<file path="src/design/isr_pkg.sv">
`timescale 1ns / 1ps
`default_nettype none

package isr_pkg;

    // style selection codes
    typedef enum logic [1:0] {
        MODE_PASS     = 2'd0,
        MODE_DISABLED = 2'd1,
        MODE_SELECTED = 2'd2
    } mode_t;

    // register indexes on the config port
    localparam int CFG_IDX_W = 8;

    typedef enum logic [CFG_IDX_W-1:0] {
        REG_STYLE_MODE      = 8'd0,
        REG_WINDOW_RED      = 8'd1,
        REG_WINDOW_GREEN    = 8'd2,
        REG_WINDOW_BLUE     = 8'd3,
        REG_HIGHLIGHT_RED   = 8'd4,
        REG_HIGHLIGHT_GREEN = 8'd5,
        REG_HIGHLIGHT_BLUE  = 8'd6,
        REG_TINT_ALPHA      = 8'd7
    } reg_idx_t;

    localparam logic [7:0] TINT_ALPHA_RESET = 8'd77;

    // x / 255 for any 16-bit x: (x * 32897) >> 23
    localparam logic [15:0] DIV255_MUL = 16'd32897;
    // x / 3 for any 8-bit x: (x * 171) >> 9
    localparam logic [7:0]  DIV3_MUL   = 8'd171;

    // configuration seen by the datapath; channel 0 blue, 1 green, 2 red
    typedef struct packed {
        logic [1:0]      style_mode;
        logic [2:0][7:0] window;
        logic [2:0][7:0] hp;          // highlight * alpha / 255
        logic [7:0]      tint_alpha;
        logic [7:0]      ramp_base;   // 130 - adjusted intensity / 3
    } cfg_t;

    function automatic logic [7:0] div255(input logic [15:0] x);
        logic [31:0] p;
        p = {16'd0, x} * {16'd0, DIV255_MUL};
        return p[30:23];
    endfunction

    function automatic logic [6:0] div3(input logic [7:0] x);
        logic [15:0] p;
        p = {8'd0, x} * {8'd0, DIV3_MUL};
        return p[15:9];
    endfunction

endpackage

`default_nettype wire

</file>
<file path="src/design/isr_cfg.sv">
`timescale 1ns / 1ps
`default_nettype none

module isr_cfg
    import isr_pkg::*;
(
    input  wire logic                 clk,
    input  wire logic                 rst_n,
    input  wire logic                 cfg_valid,
    output logic                      cfg_ready,
    input  wire logic [CFG_IDX_W-1:0] cfg_index,
    input  wire logic [7:0]           cfg_data,
    output cfg_t                      cfg
);

    logic [1:0]      style_mode_reg;
    logic [2:0][7:0] window_reg;
    logic [2:0][7:0] highlight_reg;
    logic [7:0]      tint_alpha_reg;

    // derived values, three register levels deep
    logic [15:0]       wsum_reg;
    logic              sat_reg;
    logic [2:0][15:0]  hcs_reg;
    logic [7:0]        inten_reg;
    logic              sat2_reg;
    logic [2:0][7:0]   hp_reg;
    logic [7:0]        base_reg;

    logic [15:0]       wsum_next;
    logic              sat_next;
    logic [2:0][15:0]  hcs_next;
    logic [7:0]        inten_next;
    logic [2:0][7:0]   hp_next;
    logic [7:0]        base_next;

    assign cfg_ready = 1'b1;

    // register file
    always_ff @(posedge clk or negedge rst_n)
    begin
        if (!rst_n)
        begin
            style_mode_reg <= MODE_PASS;
            window_reg     <= '0;
            highlight_reg  <= '0;
            tint_alpha_reg <= TINT_ALPHA_RESET;
        end
        else if (cfg_valid)
        begin
            unique case (cfg_index)
                REG_STYLE_MODE:      style_mode_reg   <= cfg_data[1:0];
                REG_WINDOW_RED:      window_reg[2]    <= cfg_data;
                REG_WINDOW_GREEN:    window_reg[1]    <= cfg_data;
                REG_WINDOW_BLUE:     window_reg[0]    <= cfg_data;
                REG_HIGHLIGHT_RED:   highlight_reg[2] <= cfg_data;
                REG_HIGHLIGHT_GREEN: highlight_reg[1] <= cfg_data;
                REG_HIGHLIGHT_BLUE:  highlight_reg[0] <= cfg_data;
                REG_TINT_ALPHA:      tint_alpha_reg   <= cfg_data;
                default:             ;
            endcase
        end
    end

    // level 1: weighted window sum, saturation test, highlight * alpha
    always_comb
    begin
        logic [8:0] r, g, b;
        r = {1'b0, window_reg[2]};
        g = {1'b0, window_reg[1]};
        b = {1'b0, window_reg[0]};
        wsum_next = {8'd0, window_reg[2]} * 16'd77
                  + {8'd0, window_reg[1]} * 16'd150
                  + {8'd0, window_reg[0]} * 16'd28;
        // one channel beats both others by more than 191
        sat_next = (r > g + 9'd191 && r > b + 9'd191) ||
                   (g > r + 9'd191 && g > b + 9'd191) ||
                   (b > r + 9'd191 && b > g + 9'd191);
        for (int k = 0; k < 3; k++)
        begin
            hcs_next[k] = {8'd0, highlight_reg[k]} * {8'd0, tint_alpha_reg};
        end
    end

    // level 2: divisions by 255
    always_comb
    begin
        inten_next = div255(wsum_reg);
        for (int k = 0; k < 3; k++)
        begin
            hp_next[k] = div255(hcs_reg[k]);
        end
    end

    // level 3: adjust intensity, ramp offset 130 - I/3 (truncated toward zero)
    always_comb
    begin
        logic [8:0] boost;
        logic [7:0] mag;
        logic       neg;
        logic [6:0] q;
        boost = {1'b0, inten_reg} + 9'd91;
        neg   = 1'b0;
        priority if (sat2_reg)
        begin
            mag = boost[8] ? 8'd255 : boost[7:0];
        end
        else if (inten_reg <= 8'd128)
        begin
            if (inten_reg < 8'd51)
            begin
                neg = 1'b1;
                mag = 8'd51 - inten_reg;
            end
            else
            begin
                mag = inten_reg - 8'd51;
            end
        end
        else
        begin
            mag = inten_reg;
        end
        q = div3(mag);
        base_next = neg ? 8'd130 + {1'b0, q} : 8'd130 - {1'b0, q};
    end

    always_ff @(posedge clk)
    begin
        wsum_reg  <= wsum_next;
        sat_reg   <= sat_next;
        hcs_reg   <= hcs_next;
        inten_reg <= inten_next;
        sat2_reg  <= sat_reg;
        hp_reg    <= hp_next;
        base_reg  <= base_next;
    end

    assign cfg.style_mode = style_mode_reg;
    assign cfg.window     = window_reg;
    assign cfg.hp         = hp_reg;
    assign cfg.tint_alpha = tint_alpha_reg;
    assign cfg.ramp_base  = base_reg;

endmodule

`default_nettype wire

</file>
<file path="src/design/isr_pipe.sv">
`timescale 1ns / 1ps
`default_nettype none

module isr_pipe
    import isr_pkg::*;
(
    input  wire logic        clk,
    input  wire logic        rst_n,
    input  wire cfg_t        cfg,
    input  wire logic        in_valid,
    output logic             in_stall,
    input  wire logic [31:0] in_pixel,
    output logic             out_valid,
    input  wire logic        out_stall,
    output logic [31:0]      out_pixel
);

    logic [5:1] valid_reg;
    logic       adv;

    logic [31:0]       s1_pix_reg, s2_pix_reg, s3_pix_reg, s4_pix_reg;
    logic [7:0]        s1_gray_reg;
    logic [2:0][15:0]  s1_dcs_reg;
    logic [6:0]        s2_gray3_reg, s3_gray3_reg;
    logic [2:0][7:0]   s2_dq_reg, s3_dq_reg;
    logic [2:0][15:0]  s3_hpa_reg;
    logic [7:0]        s4_ci_reg;
    logic [2:0][7:0]   s4_tint_reg;
    logic [31:0]       out_pixel_reg;

    logic [7:0]        s1_gray_next;
    logic [2:0][15:0]  s1_dcs_next;
    logic [6:0]        s2_gray3_next;
    logic [2:0][7:0]   s2_dq_next;
    logic [2:0][15:0]  s3_hpa_next;
    logic [7:0]        s4_ci_next;
    logic [2:0][7:0]   s4_tint_next;
    logic [31:0]       out_pixel_next;

    // whole pipe holds while the output word is stalled
    assign adv      = !(valid_reg[5] && out_stall);
    assign in_stall = !adv;

    function automatic logic [7:0] ramp(input logic [7:0] c, input logic [7:0] ci);
        logic [15:0] p;
        logic [8:0]  s;
        p = {8'd0, c} * {8'd0, ci[6:0], 1'b0};
        s = {1'b0, c} + {1'b0, ci[6:0], 1'b0};
        if (!ci[7])
            return p[15:8];
        return s[8] ? 8'd255 : s[7:0];
    endfunction

    // stage 1: gray sum, destination * (255 - alpha)
    always_comb
    begin
        logic [12:0] gsum;
        logic [7:0]  nsa;
        gsum = {5'd0, in_pixel[23:16]} * 13'd11
             + {1'b0, in_pixel[15:8], 4'd0}
             + {5'd0, in_pixel[7:0]} * 13'd5;
        s1_gray_next = gsum[12:5];
        nsa = 8'd255 - cfg.tint_alpha;
        for (int k = 0; k < 3; k++)
        begin
            s1_dcs_next[k] = {8'd0, in_pixel[8*k +: 8]} * {8'd0, nsa};
        end
    end

    // stage 2: gray / 3, destination term / 255
    always_comb
    begin
        s2_gray3_next = div3(s1_gray_reg);
        for (int k = 0; k < 3; k++)
        begin
            s2_dq_next[k] = div255(s1_dcs_reg[k]);
        end
    end

    // stage 3: premultiplied highlight * destination alpha
    always_comb
    begin
        for (int k = 0; k < 3; k++)
        begin
            s3_hpa_next[k] = {8'd0, cfg.hp[k]} * {8'd0, s2_pix_reg[31:24]};
        end
    end

    // stage 4: ramp index, tint sum with clamp
    always_comb
    begin
        logic [8:0] cis;
        logic [8:0] t;
        cis = {2'd0, s3_gray3_reg} + {1'b0, cfg.ramp_base};
        s4_ci_next = cis[8] ? 8'd255 : cis[7:0];
        for (int k = 0; k < 3; k++)
        begin
            t = {1'b0, div255(s3_hpa_reg[k])} + {1'b0, s3_dq_reg[k]};
            s4_tint_next[k] = t[8] ? 8'd255 : t[7:0];
        end
    end

    // stage 5: ramp lookup and mode select
    always_comb
    begin
        unique case (cfg.style_mode)
            MODE_DISABLED:
            begin
                out_pixel_next = {s4_pix_reg[31:24],
                                  ramp(cfg.window[2], s4_ci_reg),
                                  ramp(cfg.window[1], s4_ci_reg),
                                  ramp(cfg.window[0], s4_ci_reg)};
            end
            MODE_SELECTED:
            begin
                out_pixel_next = {s4_pix_reg[31:24], s4_tint_reg[2],
                                  s4_tint_reg[1], s4_tint_reg[0]};
            end
            default:
            begin
                out_pixel_next = s4_pix_reg;
            end
        endcase
    end

    // valid bits
    always_ff @(posedge clk or negedge rst_n)
    begin
        if (!rst_n)
        begin
            valid_reg <= '0;
        end
        else if (adv)
        begin
            valid_reg <= {valid_reg[4:1], in_valid};
        end
    end

    // data stages
    always_ff @(posedge clk)
    begin
        if (adv)
        begin
            s1_pix_reg    <= in_pixel;
            s1_gray_reg   <= s1_gray_next;
            s1_dcs_reg    <= s1_dcs_next;
            s2_pix_reg    <= s1_pix_reg;
            s2_gray3_reg  <= s2_gray3_next;
            s2_dq_reg     <= s2_dq_next;
            s3_pix_reg    <= s2_pix_reg;
            s3_gray3_reg  <= s2_gray3_reg;
            s3_dq_reg     <= s2_dq_reg;
            s3_hpa_reg    <= s3_hpa_next;
            s4_pix_reg    <= s3_pix_reg;
            s4_ci_reg     <= s4_ci_next;
            s4_tint_reg   <= s4_tint_next;
            out_pixel_reg <= out_pixel_next;
        end
    end

    assign out_valid = valid_reg[5];
    assign out_pixel = out_pixel_reg;

endmodule

`default_nettype wire

</file>
<file path="src/design/icon_state_pixel_restyle_top.sv">
`timescale 1ns / 1ps
`default_nettype none

// Icon pixel restyler: one ARGB32 word in, one word out, one word per cycle
// sustained through a five-stage pipeline while out_stall is low; the single
// output register stalls the whole pipe at once. Style 0 (and the unused
// code 3) passes the pixel through, style 1 maps a straight-alpha pixel
// onto a black/window/white gray ramp, style 2 blends the highlight color
// source-atop onto a premultiplied pixel; alpha is always kept. Registers
// are written on the config port (index 0..7, other indexes ignored;
// cfg_ready is always high). Derived config terms settle in registers
// before the pipeline stages that use them, so an item may follow a write
// on the next cycle. Write config only while the pipeline is empty.
module icon_state_pixel_restyle_top
    import isr_pkg::*;
(
    input  wire logic                 clk,
    input  wire logic                 rst_n,
    input  wire logic                 cfg_valid,
    output logic                      cfg_ready,
    input  wire logic [CFG_IDX_W-1:0] cfg_index,
    input  wire logic [7:0]           cfg_data,
    input  wire logic                 in_valid,
    output logic                      in_stall,
    input  wire logic [31:0]          in_pixel,
    output logic                      out_valid,
    input  wire logic                 out_stall,
    output logic [31:0]               out_pixel
);

    cfg_t cfg;

    isr_cfg u_cfg (
        .clk       (clk),
        .rst_n     (rst_n),
        .cfg_valid (cfg_valid),
        .cfg_ready (cfg_ready),
        .cfg_index (cfg_index),
        .cfg_data  (cfg_data),
        .cfg       (cfg)
    );

    isr_pipe u_pipe (
        .clk       (clk),
        .rst_n     (rst_n),
        .cfg       (cfg),
        .in_valid  (in_valid),
        .in_stall  (in_stall),
        .in_pixel  (in_pixel),
        .out_valid (out_valid),
        .out_stall (out_stall),
        .out_pixel (out_pixel)
    );

endmodule

`default_nettype wire
</file>
<file path="config.mk">
export PLATFORM = sky130hd
export DESIGN_NAME = icon_state_pixel_restyle_top
export DESIGN_NICKNAME = d
export VERILOG_FILES = /design/src/design/isr_pkg.sv /design/src/design/isr_cfg.sv /design/src/design/isr_pipe.sv /design/src/design/icon_state_pixel_restyle_top.sv
export SDC_FILE = /design/constraint.sdc
export NUM_CORES = 2
export LEC_CHECK = 0
export ABC_AREA = 0
export BUFFER_PORTS_ARGS = -buffer_cell sky130_fd_sc_hd__buf_2
export CAP_MARGIN = 15
export CELL_PAD_IN_SITES_DETAIL_PLACEMENT = 0
export CELL_PAD_IN_SITES_GLOBAL_PLACEMENT = 1
export CORE_MARGIN = 3
export CORE_UTILIZATION = 48
export CTS_CLUSTER_SIZE = 30
export DETAILED_ROUTE_END_ITERATION = 6
export GPL_TIMING_DRIVEN = 0
export PLACE_DENSITY = 0.88
export SYNTH_ARGS = -nofsm -noshare
export SYNTH_HDL_FRONTEND = slang
export SYNTH_SLANG_ARGS = --single-unit
</file>
<file path="constraint.sdc">
create_clock -name clk -period 8.75 [get_ports clk]
set_input_delay 0 -clock clk [delete_from_list [all_inputs] [get_ports clk]]
set_output_delay 0 -clock clk [all_outputs]
set_load 0.01 [all_outputs]
</file>
=== Yosys cells after proc, flatten, opt, wreduce, memory -nomap -nowiden ===
Index checks and enable logic that the tools add are counted.

* Add/subtract/negate cells: 20
* $mul: 29
* Div/mod/pow operators: 0
* Order comparisons: 8
* Eq/ne operators: 9
* Shift-type cells: 0
* Multiplexer cells: 20
* Bitwise logic cells: 0
* Reduce and logical (&&, ||, !) cells: 15

{| class="wikitable"
|+ Operators with widths
! cell !! number
|-
| $mul A16 B16 Y31 const B || 10
|-
| $mul A8 B8 Y16 || 9
|-
| $mux W8 || 14
|-
| $add A8 B8 Y9 || 6
|-
| $gt A8 B9 Y1 || 6
|-
| $pmux W24 S2 || 1
|-
| $mul A8 B7 Y15 || 3
|-
| $eq A8 B3 Y1 const B || 4
|-
| $mul A8 B8 Y16 const B || 2
|-
| $mul A8 B7 Y15 const B || 2
|-
| $add A8 B8 Y9 const B || 3
|-
| $mul A8 B3 Y11 const B || 2
|-
| $add A15 B16 Y16 || 1
|-
| $add A16 B13 Y16 || 1
|-
| $eq A8 B2 Y1 const B || 2
|-
| $reduce_and A2 Y1 || 8
|-
| $add A12 B12 Y13 || 1
|-
| $add A13 B11 Y13 || 1
|-
| $mul A8 B4 Y12 const B || 1
|-
| $add A7 B8 Y9 || 1
|-
| $add A8 B7 Y9 const B || 1
|-
| $add A8 B7 Y8 const A || 1
|-
| $eq A8 B1 Y1 const B || 1
|-
| $le A8 B8 Y1 const B || 1
|-
| 11 further kinds || 19
|}

* Register bits after elaboration: 527
* Bits in latches: 0
* RAM bits: 0
* Bits in read-only memories: 0
* Input port bits: 53
* Output and inout bits: 35
* Word-level logic and storage cells: 145
* Memories kept: 0

=== Longest topological paths before layout ===
* Word-level depth: 7
* Gate-level depth with buffers: 30
* Gate-level depth less buffers: 28

=== By module ===
Synthesis repeated with hierarchy kept, for this count alone.

* Cells, all modules: 5821
* Area, all modules: 60688.2 um^2

{| class="wikitable"
|+ By module, submodules not included
! module !! instances !! cells each !! area an instance (um^2) !! seq. area each (um^2)
|-
| isr_pipe || 1 || 3620 || 39469.1 || 10875.4
|-
| isr_cfg || 1 || 2201 || 21219.1 || 3578.4
|}

=== Least setup slack after synthesis ===
Ideal clock, no wire load.

* Kind: reg2reg
* Start point: register u_pipe.valid_reg[5] (netlist bit)
* End point: register u_pipe.valid_reg[1] (netlist bit)
* Library setup time: 0.107 ns
* Arrival time: 9.126 ns
* Required time: 8.643 ns
* Setup slack: -0.483 ns
* Cell stages (with the launch flop): 3
* Path buffers: 0
* Clock period less this slack: 9.233 ns
* Cell sequence: dfrtp_1 nand2_1 mux2_2

* Longest elaborated chain between the ends: 1

{| class="wikitable"
|+ RTL lines
! element !! RTL line !! RTL
|-
| start: declaration || isr_pipe.sv:18 || <nowiki>logic [5:1] valid_reg;</nowiki>
|-
| start signal: assignment || isr_pipe.sv:135 || <nowiki>valid_reg <= {valid_reg[4:1], in_valid};</nowiki>
|-
| $logic_and A1 B1 Y1 || isr_pipe.sv:41 || <nowiki>assign adv = !(valid_reg[5] && out_stall);</nowiki>
|}

Every way passes these cells.
A chain may end at the register's enable or synchronous reset.

=== Worst setup path after layout ===
* Start point: register u_cfg.inten_reg[0]
* End point: register u_cfg.base_reg[7]

* Longest elaborated chain between the ends: 7
* Elaborated cells on any way between the ends: 16
* Those cells by class: add/sub (5); mul (1); order compare (2); mux (8)

{| class="wikitable"
|+ RTL lines
! element !! RTL line !! RTL
|-
| start: declaration || isr_cfg.sv:25 || <nowiki>logic [7:0] inten_reg;</nowiki>
|-
| start signal: assignment || isr_cfg.sv:133 || <nowiki>inten_reg <= inten_next;</nowiki>
|-
| $sub A8 B6 Y8, or another cell as far along || isr_cfg.sv:117 || <nowiki>mag = inten_reg - 8'd51;</nowiki>
|-
| $mux W8 || isr_cfg.sv:110 || <nowiki>if (inten_reg < 8'd51)</nowiki>
|-
| $mux W8 || isr_cfg.sv:108 || <nowiki>else if (inten_reg <= 8'd128)</nowiki>
|-
| $mux W8 || isr_cfg.sv:104 || <nowiki>priority if (sat2_reg)</nowiki>
|-
| $mul A8 B8 Y16 || isr_pkg.sv:51 || <nowiki>p = {8'd0, x} * {8'd0, DIV3_MUL};</nowiki>
|-
| $sub A8 B7 Y8 or $add A8 B7 Y8 (tied branches) || isr_cfg.sv:125 || <nowiki>base_next = neg ? 8'd130 + {1'b0, q} : 8'd130 - {1'b0, q};</nowiki>
|-
| $mux W8 (*) || isr_cfg.sv:125 ||
|-
| via u_cfg.base_next[7] || isr_cfg.sv:35 || <nowiki>logic [7:0] base_next;</nowiki>
|-
| end signal: assignment || isr_cfg.sv:136 || <nowiki>base_reg <= base_next;</nowiki>
|-
| end: declaration || isr_cfg.sv:28 || <nowiki>logic [7:0] base_reg;</nowiki>
|}

The timed path passes the listed nets; every way through them passes the cells marked *.

==> results.md <==
* CTS root buf: clkbuf_16
* Post-route ant nets at 0
* Via count of the first global-routing pass at 43000
* RSZ-0062 raised after global routing: false
* R2R Path End: u_cfg.base_reg[7]$_DFF_P_
* Async S/R FF share, synth at 0.120
* Minimum clock period at a little over 7 ns
* Setup TNS at 0 ns
* Distinct cell type count of the synthesized netlist at 85
* Max Buffers Root-to-Sink at 3
* Hold Path Origin: in_pixel[26]
* Wire per inst at 18.2 um
* Reg2reg setup slack at around 1.6 ns
* Worst Skew at 0.0715 ns
* Clk sinks at 527
* Fin crit share at 0.815
* Arrival @ worst endpoint at roughly 7.8 ns
* Critical path launch point type: register
* Ys Warns at 0
* Largest stage delay, worst path at 0.55 ns
* Core Footprint at 124000 sq um
* Setup CP Type: register to register
* Tightest Pin Transition at 0.951 ns
* Largest net degree at the start of global routing at 116
* Worst-Skew Late Latency at 0.72 ns
* Post-synth top flop: edfxtp_1
* Seq/Total Area, Yosys at 0.240
* I/O pin cnt at roughly 90
* Fillcell total at about 11000
* Max Slew Vio Count at 0
* TritonCTS clock tree: done
* Share of cells above drive strength 1 at 0.0475
* # rows at around 130
* Crit-path slowest cell: fa_1
* Htree depth at 2
* GP Congestion at 0.942
* CP dominant cell by count: inv_1
* Initial antenna violation count at 9
* Final Hold Fails at 0
* Cts bufs inserted at 60
* Nets at 7978
* Die Height at 360 um
* HP Class: input pin to register
* Final setup viols at 0
* EDFF count, synth at between 300 and 400
* HPWL after DPL at 113 mm
* Worst hold stages at 2
* Clock slew seen by the registers of the worst setup and hold paths at ~0.060 ns
* Rel. slew slack at 0.359
* Total of max-cap violations at 0
* Worst hold endpoint: u_pipe.s1_pix_reg[26]$_DFFE_PN_
* Required time worst endpoint at 9.38 ns
* Synthesized area per cell at 10.3 sq um
* Vias post-DR at roughly 42000
* Number of remaining DRC errors at 0
* Vias per cell at around 5.4
* Die Width at 360 um
* Reg2Reg Depth at 27
* Crit. End Element: register
* Yosys reg bits at 527
* Initial Utilization at 0.486
* Pre-antenna DRT Iters at 5
* Number of setup buffers added after CTS at 0
* Post-synthesis cell count at slightly below 6000
* Die area at 130000 sq um
* Cell area after synthesis at 60300 sq um
* WL final at between 100 and 150 mm
* I/O Buffers at 84
* Total GRT Usage at 0.220
* Synthesized Nets at 7773
* Worst Path Max Fanout at 7
* Grt total ovfl at 0
* Status: finished clean
* Number of DRC violations after detailed-routing iteration 0 at 2462
* First-pass GRT wire length at 229 mm
* Max Freq at 140 MHz
* Worst r2r src: u_cfg.inten_reg[0]$_DFF_P_
* Area added between synthesis and finish at 8.65%
-- routing by layer --
layer / share of wire / up-vias / track usage
met5: 0.00031 / - / 0
met4: 0.034 / 6 / 0.0709
met3: 0.067 / 273 / 0.0379
met2: 0.45 / 1019 / 0.361
met1: 0.44 / 20300 / 0.298
li1: - / 20000 / -
-- cells in the mapped netlist, drive strengths merged, types with 16 or more instances --
cell	number	area, sq um
clkbuf	95	357
inv	885	3320
o21bai	32	240
a21boi	30	225
dfxtp	106	2120
nand2b	119	744
nor3	68	340
a21o	48	360
mux2	42	473
o211ai	20	150
buf	16	75.1
a21oi	191	956
nor2b	143	895
xnor2	227	2010
dfrtp	59	1480
edfxtp	358	10800
and2	316	1980
nor2	219	822
o221ai	22	193
o21ai	177	897
nand4	23	144
ha	1385	17300
fa	510	10200
a31o	17	149
o21a	50	384
nand2	415	1560
xor2	46	410
nand3	32	160
-- repair_timing --
action | in CTS | in global routing
gates resized for setup | 0 | 0
endpoints found under the hold margin | 196 | 0
endpoints found under the setup margin | 0 | 0
hold buffers | 54 | 0
-- cell type report --
class / count / area [sq um] / area share
inverter: 885 / 3320 / 0.0507
timing repair buffer: 143 / 1080 / 0.0165
tap: 1637 / 2050 / 0.0313
buffer: 111 / 432 / 0.00659
antenna: 1 / 2.50 / 0.0000382
clock buffer: 78 / 1620 / 0.0247
clock inverter: 36 / 448 / 0.00684
multi-input combinational: 4302 / 42100 / 0.643
sequential: 527 / 14500 / 0.221
-- worst max-delay path by stage --
| stage | cells after the start | slack (ns) | to | start |
|---|---|---|---|---|
| 6_report | 27 | 1.62 | u_cfg.base_reg[7]$_DFF_P_ | u_cfg.inten_reg[0]$_DFF_P_ |
| 2_1_floorplan | 28 | 2.65 | u_cfg.base_reg[5]$_DFF_P_ | u_cfg.inten_reg[3]$_DFF_P_ |
| 4_1_cts | 26 | 1.66 | u_cfg.base_reg[5]$_DFF_P_ | u_cfg.inten_reg[0]$_DFF_P_ |
| 5_1_grt | 27 | 1.11 | u_cfg.base_reg[5]$_DFF_P_ | u_cfg.inten_reg[3]$_DFF_P_ |
| 3_3_place_gp | 25 | 1.77 | u_cfg.wsum_reg[15]$_DFF_P_ | u_cfg.cfg[50]$_DFFE_PN0P_ |
| 3_5_place_dp | 25 | 1.71 | u_cfg.wsum_reg[15]$_DFF_P_ | u_cfg.cfg[50]$_DFFE_PN0P_ |
-- critical path: cells and delay by family (launching register included) --
family / cells / cell delay [ns]
AO/OA/AOI/OAI: 7 / 2.00
flip-flops: 1 / 0.40
multiplexers: 1 / 0.28
adder cells (fa/ha/maj): 7 / 2.70
XOR/XNOR: 1 / 0.19
buffers and inverters: 6 / 0.80
AND/OR/NAND/NOR: 5 / 0.65
-- stage by stage --
step / util / setup WS (ns) / hold slack (ns) / std cells / area (sq um)
global route: 0.528 / 1.11 / 0.0372 / 7720 / 65500
floorplan: - / 2.65 / -0.296 / 5825 / 60300
CTS: 0.528 / 1.66 / 0.000242 / 7719 / 65500
finish: 0.528 / 1.62 / 0.0513 / 7720 / 65500
global placement: 0.506 / 1.77 / 0.177 / 7546 / 62800
detailed placement: 0.507 / 1.71 / 0.0102 / 7551 / 62900
-- placed cells by master, fill, tap and decap left out, types with 11 or more instances in the layout --
cell           instances
buf_1                 11
nand4_1               23
o211ai_1              20
a21boi_0              30
or3_1                 12
a31o_2                17
a31oi_1               15
edfxtp_1             358
fa_1                 510
nand2_1              414
o21a_1                48
nand2b_1             119
a21oi_1              191
mux2_2                42
buf_2                 87
nor2b_1              143
nor3_1                68
nor4_1                13
o221ai_1              22
a211oi_1              11
and2_1               316
clkbuf_16             61
ha_1                1385
inv_1                884
clkbuf_1             109
xnor2_1              225
dlygate4sd3_1         53
o21ai_0              172
a21o_1                48
o21bai_1              32
xor2_1                45
dfrtp_1               59
nand3_1               32
nor2_1               219
and3_1                15
dfxtp_1              106
-- logic make-up (layout without fill, tap and decap cells) --
kind of cell | count (synthesis) | in the layout | synth area share
fa+ha+maj | 1895 | 1895 | 0.457
simple gates | 1405 | 1405 | 0.118
buf+inv | 996 | 1253 | 0.0623
compound gates | 682 | 682 | 0.0737
flops | 527 | 527 | 0.240
xor+xnor | 274 | 274 | 0.0406
mux | 45 | 45 | 0.00834
other cells | 1 | 2 | 0.0000622
Power is not shown: default switching activity piles up to over one toggle a cycle in this logic, so the estimate is an artifact.
